**src/hdl/tfn_pkg.sv**
```systemverilog
// Shared widths and types for the triangle face normal pipeline.
package tfn_pkg;
  localparam int CoordBits     = 16;
  localparam int NormalFracBits = 14;
  localparam int NormalBits    = NormalFracBits + 2;
  localparam int MagBits       = 31;
  localparam int SumBits       = 64;
  localparam int RootBits      = 32;

  typedef struct packed {
    logic       neg_x;
    logic       neg_y;
    logic       neg_z;
    logic       degen;
  } tfn_flags_t;
endpackage

```
**src/hdl/tfn_div.sv**
```systemverilog
// Pipelined restoring divider for one component, one quotient bit a stage.
module tfn_div
  import tfn_pkg::*;
#(
  parameter int FRAC = NormalFracBits
) (
  input  logic                clk,
  input  logic [MagBits-1:0]  num,
  input  logic [RootBits-1:0] den,
  output logic [FRAC:0]       quo
);
  localparam int Q  = FRAC + 1;
  localparam int NB = MagBits + FRAC + 1;
  localparam int RB = RootBits + 1;

  logic [NB-1:0]       n_r [Q+1];
  logic [RB-1:0]       r_r [Q+1];
  logic [RootBits-1:0] d_r [Q+1];
  logic [Q-1:0]        q_r [Q+1];

  always_ff @(posedge clk) begin
    n_r[0] <= (NB'(num) << FRAC) + NB'(den >> 1);
    d_r[0] <= den;
    r_r[0] <= '0;
    q_r[0] <= '0;
  end

  for (genvar k = 0; k < Q; k++) begin : g_bit
    logic [RB:0] t;
    if (k == 0) begin : g_first
      assign t = (RB+1)'(n_r[k] >> (Q - 1));
    end else begin : g_next
      assign t = {r_r[k], n_r[k][Q-1-k]};
    end
    always_ff @(posedge clk) begin
      n_r[k+1] <= n_r[k];
      d_r[k+1] <= d_r[k];
      if (t >= (RB+1)'(d_r[k])) begin
        r_r[k+1] <= RB'(t - (RB+1)'(d_r[k]));
        q_r[k+1] <= {q_r[k][Q-2:0], 1'b1};
      end else begin
        r_r[k+1] <= RB'(t);
        q_r[k+1] <= {q_r[k][Q-2:0], 1'b0};
      end
    end
  end

  assign quo = q_r[Q];
endmodule

```
**config.mk**
```make
export PLATFORM = sky130hd
export DESIGN_NAME = tfn_div
export DESIGN_NICKNAME = d
export VERILOG_FILES = /design/src/hdl/tfn_pkg.sv /design/src/hdl/tfn_div.sv
export SDC_FILE = /design/constraint.sdc
export NUM_CORES = 2
export LEC_CHECK = 0
export BUFFER_PORTS_ARGS = -buffer_cell sky130_fd_sc_hd__buf_4
export CAP_MARGIN = 30
export CELL_PAD_IN_SITES_DETAIL_PLACEMENT = 1
export CELL_PAD_IN_SITES_GLOBAL_PLACEMENT = 1
export CORE_MARGIN = 2
export CORE_UTILIZATION = 38
export CTS_CLUSTER_SIZE = 10
export DETAILED_ROUTE_END_ITERATION = 12
export PLACE_DENSITY = 0.7
export SYNTH_ARGS = -nofsm -noshare
export SYNTH_HDL_FRONTEND = slang
export SYNTH_SLANG_ARGS = --single-unit
```
**constraint.sdc**
```tcl
create_clock -name clk -period 5.5 [get_ports clk]
set_input_delay 0 -clock clk [delete_from_list [all_inputs] [get_ports clk]]
set_output_delay 0 -clock clk [all_outputs]
set_load 0.01 [all_outputs]
```
**Yosys cells after proc, flatten, opt, wreduce, memory -nomap -nowiden**

Memory sizes are Yosys's and may differ from the RTL's.
Index checks and enable logic that the tools add are counted.

- Flip-flop bits (word level): 0
- RAM bits: 2016
- Input port bits: 64
- Output and inout port bits: 15
- Word-level logic and storage cells: 140
- Memories: 4

- $add $sub $neg: 16
- Magnitude comparators: 15
- Muxes and demuxes: 75
- Bitwise gates (word level): 30

Memories:

| name | depth | width | read ports | clocked after memory_dff | wr ports | line | source |
|---|---|---|---|---|---|---|---|
| n_r | 16 | 46 | 15 | 0 | 16 | tfn_div.sv:16 | `logic [NB-1:0] n_r [Q+1];` |
| r_r | 16 | 33 | 14 | 0 | 16 | tfn_div.sv:17 | `logic [RB-1:0] r_r [Q+1];` |
| d_r | 16 | 32 | 15 | 0 | 16 | tfn_div.sv:18 | `logic [RootBits-1:0] d_r [Q+1];` |
| q_r | 16 | 15 | 16 | 0 | 16 | tfn_div.sv:19 | `logic [Q-1:0] q_r [Q+1];` |

Operators with widths:

| kind | number |
|---|---|
| $mux W33 | 15 |
| $ge A34 B32 Y1 | 14 |
| $sub A33 B32 Y33 | 14 |
| $mux W15 | 15 |
| $add A45 B31 Y46 | 1 |
| $mux W1 | 45 |
| $sub A32 B32 Y33 | 1 |
| $ge A32 B32 Y1 | 1 |
| $or A1 B1 Y1 | 30 |

**Logic depth before layout (Yosys ltp)**

An unclocked memory read counts as a cell.

- Depth in word-level cells: 5
- Depth in mapped cells: 16
- Gate-level depth less buffers: 14

**Worst setup path before layout**

No wires, ideal clock.

- Path type: register to register
- Start: mem d_r[5][10] (netlist: d_r[0][170])
- End: mem r_r[0][211] (netlist bit)
- Library setup time: 0.121 ns
- Data arrival time: 2.933 ns
- Required time: 5.379 ns
- Setup slack: 2.446 ns
- Cell stages (with the launch flop): 15
- Path buffers: 1
- Clock period less this slack: 3.054 ns
- Cell sequence: dfxtp_1 -> inv_1 -> ha_1 -> inv_1 -> fa_1 -> a21o_1 -> a221o_1 -> a2111o_1 -> a211oi_2 -> o31a_2 -> nand3_1 -> nand2_1 -> buf_6 -> inv_4 -> mux2_4

RTL lines:

| element | line |
|---|---|
| start: declaration | tfn_div.sv:18 |
| end: declaration | tfn_div.sv:17 |

==> out/results.tsv <==
stage	metric	value	unit
grt	GR peak layer	met2	
timing	Slew Limit Headroom	26.08	%
routing	Via-to-Cell Ratio	5.227	
timing	worst hold slack	0.1070	ns
cts	CTS root buffer	clkbuf_16	
worst_setup_path	crit-path max FO	39	
min_path	HP Class	in -> reg	
grt	met1 GRT Util	18.81	%
routing	drt drc	0	
cts	CTS tree	done	
worst_setup_path	Data arrival, critical path	5.02	ns
layout	Final Instance Area	62010	um^2
timing	final cycle utilization of the critical path	79.76	%
yosys	Synth Cell Area	54010	um^2
grt	met3 usage	2.723	%
yosys	FFs w/ async S/R, synth	0	%
timing	fin. max-slew vios	0	
routing	routed len/inst	18.30	um
yosys	Post-Syn Nets	6685	
floorplanning	core box area	141200	um^2
grt	vias in the first global route	47120	
cts	Bufs on Longest Clock Path	3	
timing	FMAX	228.0	MHz
worst_setup_path	critical path's slowest cell	o311ai_0	
floorplanning	Die Wd	381.0	um
layout	fill cell count	16330	
power_and_ir_drop	Static Leak	28.52	nW
floorplanning	num rows	138	
yosys	Cell variety after synth	100	
yosys	Synth warnings	0	
routing	Routed WL	151.6	mm
routing	initial DRC count	1414	
layout	footprint of the multi-input gates	29240	um^2
yosys	Yosys reg bits	1094	
yosys	Synth Instances	6109	
yosys	most frequent cells after synthesis	dfxtp_1, nand2_1, inv_1	
timing	# setup viols final	0	
place	post-DP HPWL	120.4	mm
yosys	share of the synthesized area in the top cell type	40.55	%
grt	Total Routing Usage GR	20.68	%
run_status	outcome	completed	
layout	Antenna Diode Count	0	
yosys	top_reg_cell synth	dfxtp_1	
grt	grt total ovfl	0	
timing	RSZ-0062 raised after global routing	false	
place	GP Congestion	0.9158	
timing	final hold vios	0	
power_and_ir_drop	P per Cell Area	648.1	nW/um^2
worst_setup_path	startpoint types	register	
yosys	Post-synth EDFFs	0	
layout	layout cell share with drive strength beyond 1	6.744	%
routing	total number of vias	43290	
place	# port buffers	78	
yosys	Avg Synthesized Cell Area	8.841	um^2
cts	clock slew at reported path FFs	0.05	ns
timing	Worst Tran Pin Value	1.095	ns
cts	clk_lat worst skew	0.75	ns
worst_setup_path	Crit Path Category	reg -> reg	
floorplanning	Die H	381.0	um
timing	setup TNS	0	ns
layout	Area Overhead vs Synth	14.82	%
worst_setup_path	crit path cell chain	inv_1, ha_1, inv_1, fa_1, a21oi_1, nor2_1, o311ai_0, a21oi_1, o21bai_1, nand4_1, nand2_1, buf_4, mux2_2	
yosys	sequential element share of the synthesized area	40.55	%
layout	Non-Filler Instances	8281	
yosys	most numerous cell in the Yosys netlist	dfxtp_1	
yosys	Synth area leaders	dfxtp_1, ha_1, o21ai_0	
power_and_ir_drop	Max VDD drop	0.3996	mV
worst_setup_path	critical path required time	6.13	ns
routing	drt pass-1 iters	7	
layout	sequential cell area	21900	um^2
yosys	Yosys top cell by area	dfxtp_1	
floorplanning	die area	145200	um^2
grt	initial antenna violation count	0	
floorplanning	io pins	79	
grt	largest net degree at the start of global routing	66	
cts	# clock sinks	1094	
cts	postcts setup bufs	0	
worst_setup_path	crit end category	register	
grt	M2 GR Usage	42.23	%
layout	Nets	6899	
worst_setup_path	Largest stage delay, worst path	0.91	ns
cts	H-Tree Level Count	4	
floorplanning	effective utilization at floorplan	38.24	%
place	placed insts	7943	
place	placed cell area	56600	um^2
routing	DRT antenna net count	0	
cts	CTS buffer count	136	
grt	first-pass GRT wire length	242.3	mm
timing	Final Skew	0.02264	ns
timing	minimum clock period	4.387	ns
flow_run	max_cap viols	0	
[critical path, delay by kind of cell, from the launching register on]
kind / cells / cell delay (ns)
simple gates: 3 / 0.54
fa+ha+maj: 2 / 0.61
mux: 1 / 0.38
buf+inv: 3 / 0.57
flops: 1 / 0.33
compound gates: 4 / 1.82
[sequential cells by signal, indices dropped and copies added (netlist names)]
name,flops
n_r,32
q_r,120
d_r,480
r_r,462
[repair_timing]
item	CTS	global route
gates resized for setup	0	0
hold buffers	132	0
endpoints found under the hold margin	64	0
[placed cells by master (no fill, tap or decap), types with 14 or more instances in the layout]
| cell type | Yosys | routed |
|---|---|---|
| nor2b_1 | 40 | 40 |
| o21bai_1 | 71 | 71 |
| o211ai_1 | 29 | 29 |
| o21ai_1 | 27 | 27 |
| mux2_1 | 16 | 16 |
| ha_1 | 497 | 497 |
| a41oi_1 | 16 | 16 |
| nand3_1 | 105 | 105 |
| mux2_2 | 55 | 55 |
| buf_4 | 8 | 101 |
| clkbuf_8 | 0 | 17 |
| xor2_1 | 184 | 184 |
| a21oi_1 | 407 | 405 |
| nor2_1 | 312 | 311 |
| dfxtp_1 | 1094 | 1094 |
| nor3_1 | 89 | 88 |
| nand2b_1 | 58 | 58 |
| fa_1 | 15 | 15 |
| a211oi_1 | 44 | 44 |
| dlygate4sd3_1 | 0 | 132 |
| nor4_1 | 17 | 17 |
| a31o_2 | 14 | 14 |
| o31ai_1 | 45 | 45 |
| o21a_1 | 70 | 70 |
| nand4_1 | 82 | 82 |
| a21boi_0 | 16 | 16 |
| nand2_1 | 605 | 605 |
| clkbuf_1 | 123 | 29 |
| or3_1 | 17 | 17 |
| and4_1 | 17 | 17 |
| xnor2_1 | 208 | 208 |
| and3_1 | 49 | 49 |
| clkbuf_16 | 0 | 141 |
| or2_2 | 25 | 25 |
| and2_1 | 38 | 38 |
| inv_1 | 601 | 601 |
| a21o_1 | 282 | 282 |
| o21ai_0 | 511 | 511 |
| a31oi_1 | 49 | 49 |
[path summary, 6_finish.rpt]
check / start / slack [ns] / cells after the start / endpoint
worst min register to register: q_r[6][5] / 0.32 / 0 / q_r[7][6]
worst max-delay path: d_r[0][46] / 1.11 / 13 / r_r[0][67]
worst max register to register: d_r[0][46] / 1.11 / 13 / r_r[0][67]
worst min-delay path: num[30] / 0.11 / 3 / n_r[0][45]
[area by class of cell]
| type | instances | share of cell area [%] |
|---|---|---|
| multi-input cells | 4250 | 47.15 |
| repair buffers | 237 | 3.458 |
| clock inverters | 19 | 0.3531 |
| clock buffers | 187 | 6.242 |
| inverters | 604 | 3.664 |
| well taps | 1890 | 3.813 |
| flip-flops and latches | 1094 | 35.32 |
[stage by stage]
| stage | power (mW) | util, % | setup slack (ns) |
|---|---|---|---|
| 2_1_floorplan | 26.58 | - | 2.446 |
| 3_3_place_gp | 31.51 | 40.07 | 1.226 |
| 3_5_place_dp | 31.97 | 40.08 | 1.193 |
| 4_1_cts | 40.59 | 43.91 | 1.136 |
| 5_1_grt | 43.51 | 43.91 | 0.9604 |
| 6_report | 40.19 | 43.91 | 1.113 |
[cells by family after synthesis]
family / count (synthesis) / share of synthesized area (%)
multiplexers: 90 / 1.907
XOR/XNOR: 392 / 6.357
AND/OR/NAND/NOR: 1492 / 12.80
flip-flops: 1094 / 40.55
buffers and inverters: 765 / 5.469
adder cells (fa/ha/maj): 512 / 12.07
AO/OA/AOI/OAI: 1764 / 20.85
[power breakdown]
group | internal [mW] | switching, mW | leakage, nW
Sequential | 10.5 | 1.43 | 9.22
Clock | 4.99 | 3.28 | 2.01
Combinational | 8.33 | 11.7 | 17.3
[metal layers]
metal  wire length, um  part of all wire (%)
met5                 0                     0
met2             83980                    55
met4             10170                   6.7
met3              3396                   2.2
met1             54030                    36
No activity file was read; power rests on OpenSTA's default activity.
